==> src/rtl/crcfr_pkg.sv <==
`timescale 1ns / 1ps
// Shared types, codes and the CRC-16 byte step for the framed request engine.
package crcfr_pkg;

    localparam logic [2:0] CMD_START = 3'd0;
    localparam logic [2:0] CMD_PAYLOAD = 3'd1;
    localparam logic [2:0] CMD_TICK = 3'd2;
    localparam logic [2:0] CMD_PULL = 3'd3;
    localparam logic [2:0] CMD_RX_BYTE = 3'd4;
    localparam logic [2:0] CMD_FRAME_END = 3'd5;
    localparam logic [2:0] CMD_READ = 3'd6;

    localparam logic CFG_IDX_MAX_TRIES = 1'b0;
    localparam int ADDR_W = 3;

    localparam logic [2:0] TXK_NONE = 3'd0;
    localparam logic [2:0] TXK_HDR = 3'd1;
    localparam logic [2:0] TXK_PAY = 3'd2;
    localparam logic [2:0] TXK_CRC_LO = 3'd3;
    localparam logic [2:0] TXK_CRC_HI = 3'd4;

    localparam int HEADER_BYTES = 23;
    localparam int MIN_REPLY = 3;
    localparam logic [15:0] CRC_POLY = 16'hA001;
    localparam logic [15:0] CRC_INIT = 16'hFFFF;
    localparam logic [3:0] MAX_TRIES_RST = 4'd3;
    localparam logic [3:0] ATT_SAT = 4'd15;
    localparam int MAX_PAYLOAD_DEF = 256;
    localparam int REPLY_DEPTH_DEF = 256;

    typedef struct packed {
        logic [2:0]  cmd;
        logic [31:0] uid_first;
        logic [31:0] uid_second;
        logic [31:0] uid_third;
        logic [15:0] request_code;
        logic [31:0] mem_address;
        logic [8:0]  payload_length;
        logic [15:0] timeout_ticks;
        logic [7:0]  data_byte;
        logic [7:0]  response_index;
    } t_item;

    typedef struct packed {
        logic start;
        logic pay;
        logic tick;
        logic pull;
        logic rxb;
        logic fend;
        logic rd;
    } t_cls;

    typedef struct packed {
        t_cls  cls;
        t_item it;
    } t_word;

    typedef struct packed {
        logic [2:0] txk;
        logic [7:0] hdr_byte;
        logic       crc_rst;
        logic       rd_hit;
        logic       busy;
        logic       failed;
        logic [3:0] retry;
        logic [8:0] reply_len;
        logic       bad;
    } t_emit;

    function automatic logic [15:0] crc_byte(input logic [15:0] crc, input logic [7:0] b);
        logic [15:0] c;
        c = crc ^ {8'h00, b};
        for (int i = 0; i < 8; i++) begin
            c = c[0] ? ((c >> 1) ^ CRC_POLY) : (c >> 1);
        end
        return c;
    endfunction

endpackage

==> src/rtl/crcfr_front.sv <==
`timescale 1ns / 1ps
// Front end: two-entry word queue that decodes each command.
module crcfr_front (
    input  logic               i_clk,
    input  logic               i_rst_n,
    input  logic               i_valid,
    output logic               o_ready,
    input  crcfr_pkg::t_item   i_item,
    output logic               o_head_valid,
    output crcfr_pkg::t_word   o_head,
    input  logic               i_pop
);

    crcfr_pkg::t_word r_q [2];
    logic       r_wp, r_rp;
    logic [1:0] r_cnt;
    crcfr_pkg::t_cls cls;
    logic push, pop;

    always_comb begin
        cls = '0;
        case (i_item.cmd)
            crcfr_pkg::CMD_START:     cls.start = 1'b1;
            crcfr_pkg::CMD_PAYLOAD:   cls.pay = 1'b1;
            crcfr_pkg::CMD_TICK:      cls.tick = 1'b1;
            crcfr_pkg::CMD_PULL:      cls.pull = 1'b1;
            crcfr_pkg::CMD_RX_BYTE:   cls.rxb = 1'b1;
            crcfr_pkg::CMD_FRAME_END: cls.fend = 1'b1;
            crcfr_pkg::CMD_READ:      cls.rd = 1'b1;
            default:                  cls = '0;
        endcase
    end

    assign o_ready = (r_cnt != 2'd2);
    assign push = i_valid && o_ready;
    assign o_head_valid = (r_cnt != 2'd0);
    assign pop = i_pop && o_head_valid;
    assign o_head = r_q[r_rp];

    always_ff @(posedge i_clk) begin
        if (push) begin
            r_q[r_wp] <= '{cls: cls, it: i_item};
        end
    end

    always_ff @(posedge i_clk) begin
        if (!i_rst_n) begin
            r_wp <= 1'b0;
            r_rp <= 1'b0;
            r_cnt <= 2'd0;
        end else begin
            if (push) r_wp <= ~r_wp;
            if (pop) r_rp <= ~r_rp;
            r_cnt <= r_cnt + {1'b0, push} - {1'b0, pop};
        end
    end

endmodule

==> config.mk <==
export PLATFORM = sky130hd
export DESIGN_NAME = crcfr_front
export DESIGN_NICKNAME = d
export VERILOG_FILES = /design/src/rtl/crcfr_pkg.sv /design/src/rtl/crcfr_front.sv
export SDC_FILE = /design/constraint.sdc
export NUM_CORES = 1
export LEC_CHECK = 0
export ABC_AREA = 1
export BUFFER_PORTS_ARGS = -buffer_cell sky130_fd_sc_hd__buf_2
export CORE_MARGIN = 5
export CORE_UTILIZATION = 41
export DETAILED_ROUTE_END_ITERATION = 6
export GPL_TIMING_DRIVEN = 1
export PLACE_DENSITY = 0.75
export SETUP_SLACK_MARGIN = 0.05
export SKIP_CTS_REPAIR_TIMING = 1
export SYNTH_ARGS = -nofsm -noshare
export SYNTH_HDL_FRONTEND = slang
export SYNTH_SLANG_ARGS = --single-unit
==> constraint.sdc <==
create_clock -name i_clk -period 11.2 [get_ports i_clk]
set_clock_uncertainty 0.1 [all_clocks]
set_input_delay 0 -clock i_clk [delete_from_list [all_inputs] [get_ports i_clk]]
set_output_delay 0 -clock i_clk [all_outputs]
set_load 0.03 [all_outputs]
==> results.tsv <==
metric	value	unit
cts_tree	yes	
drive_gt1_share	50.4	%
arrival	4.11	ns
maxCapViolations	0	
seq_area_frac_synth	78.9	%
syn_area	15000	um^2
die_h	201	um
synth_top_area_share	78.2	%
vias	8303	
syn_nets	847	
final_nets	1454	
worst_pin_slew	1.09	ns
antenna_found_initial	3	
p_sw	1.47	mW
tns	0	ns
ir_drop	199	uV
setup_viol	0	
grt_max_degree	127	
fin_util	56.7	%
numCtsBuffers	41	
wirelength	34900	um
die_w	201	um
rrSetupSlack	8.01	ns
clock_power_share	28.4	%
start_util	41.2	%
rr_worst_depth	6	
path_clk_slew	0.06	ns
fin_cells	1760	
critical_path_peak_fanout	64	
synthTopCellsByArea	edfxtp_1, mux2_4, mux2_2	
worstReg2RegEnd	r_q[0][57]	
port_buffers	388	
crit_chain	buf_4 -> buf_4 -> mux2_2 -> buf_2	
htreeDepth	2	
seq_power_share	42.0	%
internal-power	3.21	mW
cp_top_family	buffers and inverters	
yosysUniqueCellTypes	13	
reg2reg_from	r_cnt[0]	
overflow	0	
p_comb_share	29.6	%
layout_commonest_cell	edfxtp_1	
mostFrequentLayoutCells	edfxtp_1, buf_2, dlygate4sd3_1	
syn_avg_cell_area	22.9	um^2
min_from	i_item[33]	
fmax	0.238	GHz
drt_first_pass_iters	4	
fin_crit	4.21	ns
worst-endpoint-required	11.10	ns
design_area	20600	um^2
synth-seq-cells	395	
rsz0062_at_grt	no	
drv_slew	0	
syn_inst	653	
dieArea	40500	um^2
end_kind	primary output	
cp_common_cell	buf_4	
cts_root_buf	clkbuf_16	
path_class	reg2out	
avgRoutedWirePerCell	19.8	um
gp_congestion	0.762	
first_global_vias	8106	
swShare	31.5	%
drc	0	
slowest_delay	1.02	ns
core	36300	um^2
yosys.area.top_type	edfxtp_1	
hpwlAfterDp	22000	um
placed_cell_area	17400	um^2
hold_path_end	r_q[0][33]	
status	finished clean	
finalCritPeriodShare	37.6	%
leakagePower	8.06	nW
cp_slowest_cell	dfxtp_4	
rows	70	
power_density	227	nW/um^2
relSlewSlack	27.7	%
hold_viol_final	0	
vias_per_cell	4.72	
pin_count	389	
cts.sinks	395	
ys_warn_count	0	
area_growth	37.5	%
cts_max_path_buffers	3	
hp-class	in2reg	
drtIter0Drc	403	
crit_path_start_kind	register	
worst-path-buf-inv	3	
ant_nets	0	
globalRouteTotalUtil	15.1	%
dp.cells	1494	
grt_first_pass_wirelength	47000	um
min_path_cells	2	
clkLatencyLatePin	0.54	ns
state kept, by name, indices dropped and copies added, names as in the netlist, named ones only:
register / cells
r_q: 390
r_rp: 1
r_wp: 1
r_cnt: 2
cell type report:
class	count	area, um^2
clock inverters	25	230
well taps	468	586
multi-input cells	226	2920
fillers	2650	15800
flip-flops and latches	395	11800
diodes	2	5.00
clock buffers	48	1090
inverters	10	45.0
repair buffers	586	3910
power groups by stage:
stage	combinational (mW)	clock [mW]	sequential, mW
global placement	1.32	0	1.99
CTS	1.34	1.36	1.97
detailed placement	1.33	0	2.00
global route	1.45	1.42	1.99
finish	1.39	1.33	1.97
floorplan	1.03	0	2.00
per-layer routing:
metal	track usage (%)	share of wire, %	wire [um]
met1	18.1	39	13500
met2	25.7	51	17900
met3	5.08	7.4	2590
met4	5.16	2.4	832
met5	0	0.037	13
synth_stat cells, drive strengths merged:
| cell | count |
|---|---|
| nor2 | 8 |
| a21oi | 2 |
| buf | 22 |
| nand3 | 3 |
| mux2 | 195 |
| dfxtp | 5 |
| ha | 2 |
| nand2 | 9 |
| inv | 10 |
| nor3 | 7 |
| edfxtp | 390 |
worst max path at each step:
stage | startpoint | cells after the start | end | slack (ns)
after floorplan | r_cnt[0] | 4 | r_q[0][0] | 1.48
after global placement | register | 4 | o_head[1] | 7.62
after detailed placement | register | 4 | o_head[1] | 7.55
after CTS | register | 4 | o_head[0] | 6.94
after global routing | register | 4 | o_head[0] | 6.79
final | register | 4 | o_head[0] | 6.99
metrics by stage:
step	power (mW)	worst slack, ns	hold slack (ns)
final	4.68	6.99	0.0826
after global routing	4.86	6.79	0.0548
after CTS	4.67	6.94	-0.503
after detailed placement	3.33	7.55	0.0911
after global placement	3.31	7.62	0.0872
after floorplan	3.03	1.48	-0.00655
kinds of logic after synthesis:
logic type | synth area share [%]
AOI/OAI and AO/OA | 0.0668
DFF | 78.9
adders and majority gates | 0.167
buffers and inverters | 1.74
muxes | 18.4
and+or+nand+nor | 0.760
Note: power is estimated with default switching activity, not from simulation.
