## src/rtl/crcfr_pkg.sv

```systemverilog
`timescale 1ns / 1ps
// Shared types, codes and the CRC-16 byte step for the framed request engine.
package crcfr_pkg;

    localparam logic [2:0] CMD_START = 3'd0;
    localparam logic [2:0] CMD_PAYLOAD = 3'd1;
    localparam logic [2:0] CMD_TICK = 3'd2;
    localparam logic [2:0] CMD_PULL = 3'd3;
    localparam logic [2:0] CMD_RX_BYTE = 3'd4;
    localparam logic [2:0] CMD_FRAME_END = 3'd5;
    localparam logic [2:0] CMD_READ = 3'd6;

    localparam logic CFG_IDX_MAX_TRIES = 1'b0;
    localparam int ADDR_W = 3;

    localparam logic [2:0] TXK_NONE = 3'd0;
    localparam logic [2:0] TXK_HDR = 3'd1;
    localparam logic [2:0] TXK_PAY = 3'd2;
    localparam logic [2:0] TXK_CRC_LO = 3'd3;
    localparam logic [2:0] TXK_CRC_HI = 3'd4;

    localparam int HEADER_BYTES = 23;
    localparam int MIN_REPLY = 3;
    localparam logic [15:0] CRC_POLY = 16'hA001;
    localparam logic [15:0] CRC_INIT = 16'hFFFF;
    localparam logic [3:0] MAX_TRIES_RST = 4'd3;
    localparam logic [3:0] ATT_SAT = 4'd15;
    localparam int MAX_PAYLOAD_DEF = 256;
    localparam int REPLY_DEPTH_DEF = 256;

    typedef struct packed {
        logic [2:0]  cmd;
        logic [31:0] uid_first;
        logic [31:0] uid_second;
        logic [31:0] uid_third;
        logic [15:0] request_code;
        logic [31:0] mem_address;
        logic [8:0]  payload_length;
        logic [15:0] timeout_ticks;
        logic [7:0]  data_byte;
        logic [7:0]  response_index;
    } t_item;

    typedef struct packed {
        logic start;
        logic pay;
        logic tick;
        logic pull;
        logic rxb;
        logic fend;
        logic rd;
    } t_cls;

    typedef struct packed {
        t_cls  cls;
        t_item it;
    } t_word;

    typedef struct packed {
        logic [2:0] txk;
        logic [7:0] hdr_byte;
        logic       crc_rst;
        logic       rd_hit;
        logic       busy;
        logic       failed;
        logic [3:0] retry;
        logic [8:0] reply_len;
        logic       bad;
    } t_emit;

    function automatic logic [15:0] crc_byte(input logic [15:0] crc, input logic [7:0] b);
        logic [15:0] c;
        c = crc ^ {8'h00, b};
        for (int i = 0; i < 8; i++) begin
            c = c[0] ? ((c >> 1) ^ CRC_POLY) : (c >> 1);
        end
        return c;
    endfunction

endpackage

```

## src/rtl/crcfr_emit.sv

```systemverilog
`timescale 1ns / 1ps
// Emit stage: frame CRC, byte selection and the output word register.
module crcfr_emit (
    input  logic               i_clk,
    input  logic               i_rst_n,
    input  logic               i_b_valid,
    input  crcfr_pkg::t_emit   i_b,
    input  logic [7:0]         i_b_rd,
    output logic               o_b_pop,
    output logic               o_valid,
    input  logic               i_ready,
    output logic               o_tx_valid,
    output logic [7:0]         o_tx_byte,
    output logic               o_tx_last,
    output logic               o_busy_res,
    output logic               o_failed,
    output logic [3:0]         o_retry_count,
    output logic [8:0]         o_reply_length,
    output logic [7:0]         o_reply_byte,
    output logic               o_bad_frame
);

    logic r_ov;
    logic [15:0] r_crc, n_crc;
    logic [7:0] tx_b;
    logic adv;

    assign adv = !r_ov || i_ready;
    assign o_b_pop = adv;
    assign o_valid = r_ov;

    always_comb begin
        case (i_b.txk)
            crcfr_pkg::TXK_HDR:    tx_b = i_b.hdr_byte;
            crcfr_pkg::TXK_PAY:    tx_b = i_b_rd;
            crcfr_pkg::TXK_CRC_LO: tx_b = r_crc[7:0];
            crcfr_pkg::TXK_CRC_HI: tx_b = r_crc[15:8];
            default:               tx_b = 8'd0;
        endcase
        if (i_b.crc_rst) begin
            n_crc = crcfr_pkg::CRC_INIT;
        end else if ((i_b.txk == crcfr_pkg::TXK_HDR) || (i_b.txk == crcfr_pkg::TXK_PAY)) begin
            n_crc = crcfr_pkg::crc_byte(r_crc, tx_b);
        end else begin
            n_crc = r_crc;
        end
    end

    always_ff @(posedge i_clk) begin
        if (adv && i_b_valid) begin
            o_tx_valid <= (i_b.txk != crcfr_pkg::TXK_NONE);
            o_tx_byte <= tx_b;
            o_tx_last <= (i_b.txk == crcfr_pkg::TXK_CRC_HI);
            o_busy_res <= i_b.busy;
            o_failed <= i_b.failed;
            o_retry_count <= i_b.retry;
            o_reply_length <= i_b.reply_len;
            o_reply_byte <= i_b.rd_hit ? i_b_rd : 8'd0;
            o_bad_frame <= i_b.bad;
        end
    end

    always_ff @(posedge i_clk) begin
        if (!i_rst_n) begin
            r_ov <= 1'b0;
            r_crc <= crcfr_pkg::CRC_INIT;
        end else begin
            if (adv) r_ov <= i_b_valid;
            if (adv && i_b_valid) r_crc <= n_crc;
        end
    end

endmodule
```

## config.mk

```make
export PLATFORM = sky130hd
export DESIGN_NAME = crcfr_emit
export DESIGN_NICKNAME = d
export VERILOG_FILES = /design/src/rtl/crcfr_pkg.sv /design/src/rtl/crcfr_emit.sv
export SDC_FILE = /design/constraint.sdc
export NUM_CORES = 1
export LEC_CHECK = 0
export ABC_AREA = 0
export BUFFER_PORTS_ARGS = -buffer_cell sky130_fd_sc_hd__buf_2
export CELL_PAD_IN_SITES_DETAIL_PLACEMENT = 1
export CELL_PAD_IN_SITES_GLOBAL_PLACEMENT = 1
export CORE_MARGIN = 3
export CORE_UTILIZATION = 39
export CTS_BUF_LIST = sky130_fd_sc_hd__clkbuf_4 sky130_fd_sc_hd__clkbuf_8 sky130_fd_sc_hd__clkbuf_16
export DETAILED_ROUTE_END_ITERATION = 8
export PLACE_DENSITY = 0.84
export SLEW_MARGIN = 15
export SYNTH_ARGS = -nofsm -noshare
export SYNTH_HDL_FRONTEND = slang
export SYNTH_SLANG_ARGS = --single-unit
```

## constraint.sdc

```tcl
create_clock -name i_clk -period 2.5 [get_ports i_clk]
set_input_delay 0.125 -clock i_clk [delete_from_list [all_inputs] [get_ports i_clk]]
set_output_delay 0.125 -clock i_clk [all_outputs]
set_load 0.03 [all_outputs]
```

==> reports/metrics.csv <==
metric;value;unit
min cycle time layout;2.38;ns
Slew @ Worst Pin;0.543;ns
Worst R2R Start;r_crc[10];
Yosys warning count;0;
initial antenna violation count;0;
Post-Syn Area;2480;µm²
drt wl/cell;17.7;µm
final number of hold-violating endpoints;0;
WHS;0.0599;ns
worst slack, placed;-0.0200;ns
compound-gate portion of the synthesized area;17.2;%
Longest Clk Path Bufs;2;
Worst path top cell family by delay;XOR/XNOR gates;
Resized cells post-CTS;0;
distinct cell type count after synthesis;46;
I/O pin cnt;77;
Post-CTS Setup Bufs;0;
router iterations before antenna repair;4;
Mapped Cells;219;
Met1 Wirelength;3010;µm
type of origin of the critical path;flip-flop;
Max Used Layer;met4;
Initial Utilization;41.2;%
detailed-route DRC error count;0;
CP Cell Sequence;a221o_1 > a222oi_1 > buf_4 > xor2_1 > xnor3_1 > xnor3_1 > a21oi_1;
largest family of logic cells by synthesized area;compound AO/OA/AOI/OAI gates;
status;complete, no violations;
# diodes;0;
Critical path origin;r_crc[10];
core area;6030;µm²
Hold Startpoint;i_b_valid;
Final Net Count;363;
Total GRT Usage;19.3;%
die height;85.8;µm
Port Buffer Count;76;
Clk Tree Root Cell;clkbuf_8;
met3 wire len;426;µm
worst skew pair latency;0.31;ns
syn_nets;260;
xor/xnor share of the synthesized area;6.75;%
most frequent CP cell;xnor3_1;
Setup CP Type;flip-flop to flip-flop;
post-layout util;54.5;%
Fill cells;677;
leak pwr;1.36;nW
max incr delay on CP;0.50;ns
Adder-Cell Fraction of Synth Area;0;%
Final Max Tran Viols;0;
largest net degree at the start of global routing;35;
hold_buf cts;16;
CTS tree;built;
final critical-path share of the clock period;95.2;%
main flop type after synthesis;edfxtp_1;
Clock Skew;0.00469;ns
num rows;28;
sequential area share after synthesis;54.8;%
GPL Wtd Cong;0.843;
Async SR Flop Fraction;0;%
chip width;85.8;µm
pwr/cell area;608;nW/µm²
number of buffers created by CTS;5;
vias per std cell;5.39;
Synth Area in Simple Gates;16.7;%
Detailed Route Iter0 Violations;161;
global route total overflow;0;
RSZ-0062 raised after global routing;no;
Post-DRT Antenna Nets;0;
Detailed Route WL;7030;µm
vias in the first global route;2250;
mux contribution to synthesized area;1.61;%
MaxCap Viol Count;0;
Crit path arrival time;2.62;ns
# clock sinks;51;
crit-path max FO;4;
met2 WL;3520;µm
first-pass GRT wire length;11200;µm
HPWL Detailed;5130;µm
Final setup violation count;0;
#FFs+latches synth;51;
CP required;2.74;ns
P&R area growth vs syn;32.2;%
worst hold path type;input port to flip-flop;
post-layout worst setup margin;0.121;ns
H-tree levels;2;
CP max stage cell;xnor3_1;
Power, Total;0.00200;W
die area;7360;µm²
Slew HR;62.8;%
number of buffer and inverter stages on the critical path;1;
number of enable flip-flop cells after synthesis;34;
maximum clock frequency;420;MHz
Clk pin slew, worst setup/hold paths;0.09;ns
Worst setup EP type;flip-flop;
Syn Area/Cell;11.3;µm²
via count;2145;
maximum VDD drop;0.280;mV
share of post-route cells with drive strength above 1;32.5;%
==> final timing paths <==
kind	to	slack, ns	cells after the start
max reg2reg	r_crc[0]	0.12	7
min reg2reg	r_crc[7]	0.56	2
max	r_crc[0]	0.12	7
min	o_valid	0.06	3
==> Yosys cell counts, types with 3 or more instances <==
cell type	instances	area share, %
a211oi_1	3	0.91
o22ai_1	12	3.0
nand2b_1	3	0.76
nor2b_1	9	2.3
clkbuf_1	6	0.91
xor2_1	7	2.5
nor3_1	5	1.0
a21oi_1	9	1.8
edfxtp_1	34	41
xnor2_1	7	2.5
mux2i_1	4	1.6
a22oi_1	4	1.2
nor2_1	14	2.1
dfxtp_1	17	14
a21o_1	3	0.91
nor4bb_1	5	2.0
a221oi_1	3	1.1
nand2_1	14	2.1
o21ai_0	11	2.2
and2_1	10	2.5
buf_2	4	0.81
==> cell type report <==
class | instances | area [µm²] | area share [%]
clock buffer | 5 | 68.8 | 2.10
clock inverter | 3 | 20.0 | 0.610
inverter | 2 | 7.51 | 0.229
multi-input combinational | 153 | 1050 | 32.0
sequential | 51 | 1360 | 41.5
tap | 75 | 93.8 | 2.86
timing repair buffer | 109 | 681 | 20.7
==> cell usage in the layout, fill, tap and decap left out, drive strengths merged, types with 3 or more instances in the layout <==
cell type,n
nand2b,3
mux2i,4
clkbuf,5
a21oi,9
nor2b,9
dfxtp,17
dlygate4sd3,16
a221oi,4
a211oi,3
buf,93
and4bb,3
nor2,14
and2,10
nand2,14
o21ai,13
xnor2,7
edfxtp,34
nor4bb,5
a21o,3
xor2,7
nor3,5
o22ai,12
a22oi,4
==> report_power, final <==
| part | internal [W] | switching [W] |
|---|---|---|
| clock | 0.000195 | 0.000282 |
| combinational | 0.000239 | 0.000288 |
| sequential | 0.000961 | 0.0000317 |
| total | 0.00139 | 0.000602 |
==> stage by stage <==
stage	setup TNS (ns)	std cells	area [µm²]
global route	0	398	3280
finish	0	398	3280
detailed placement	-0.0200	374	3030
global placement	0	374	3030
CTS	0	398	3280
floorplan	0	219	2480
==> sequential cells by signal, indices dropped and copies added, names as in the netlist <==
signal and count:
o_busy_res 1, o_tx_last 1, o_retry_count 4, o_bad_frame 1, o_reply_byte 8, o_tx_byte 8
o_failed 1, r_crc 16, o_reply_length 9, o_tx_valid 1, o_valid 1
==> kinds of logic (layout without fill, tap and decap cells) <==
logic type | Yosys count | in the layout
buffers and inverters | 15 | 119
DFF | 51 | 51
AOI/OAI and AO/OA | 62 | 62
muxes | 4 | 4
xor gates and xnor gates | 16 | 16
and+or+nand+nor | 71 | 71
==> routing by layer <==
layer,vias to the layer above,GRT usage (%)
met2,67,33.7
met4,0,5.61
met1,1032,24.1
met3,9,3.94
li1,1037,-
met5,-,0
==> worst min-delay path, stage by stage <==
cell and delay [ns]:
buf_2 0.10, inv_1 0.04, a21boi_0 0.06
No activity file was read; power rests on OpenSTA's default activity.
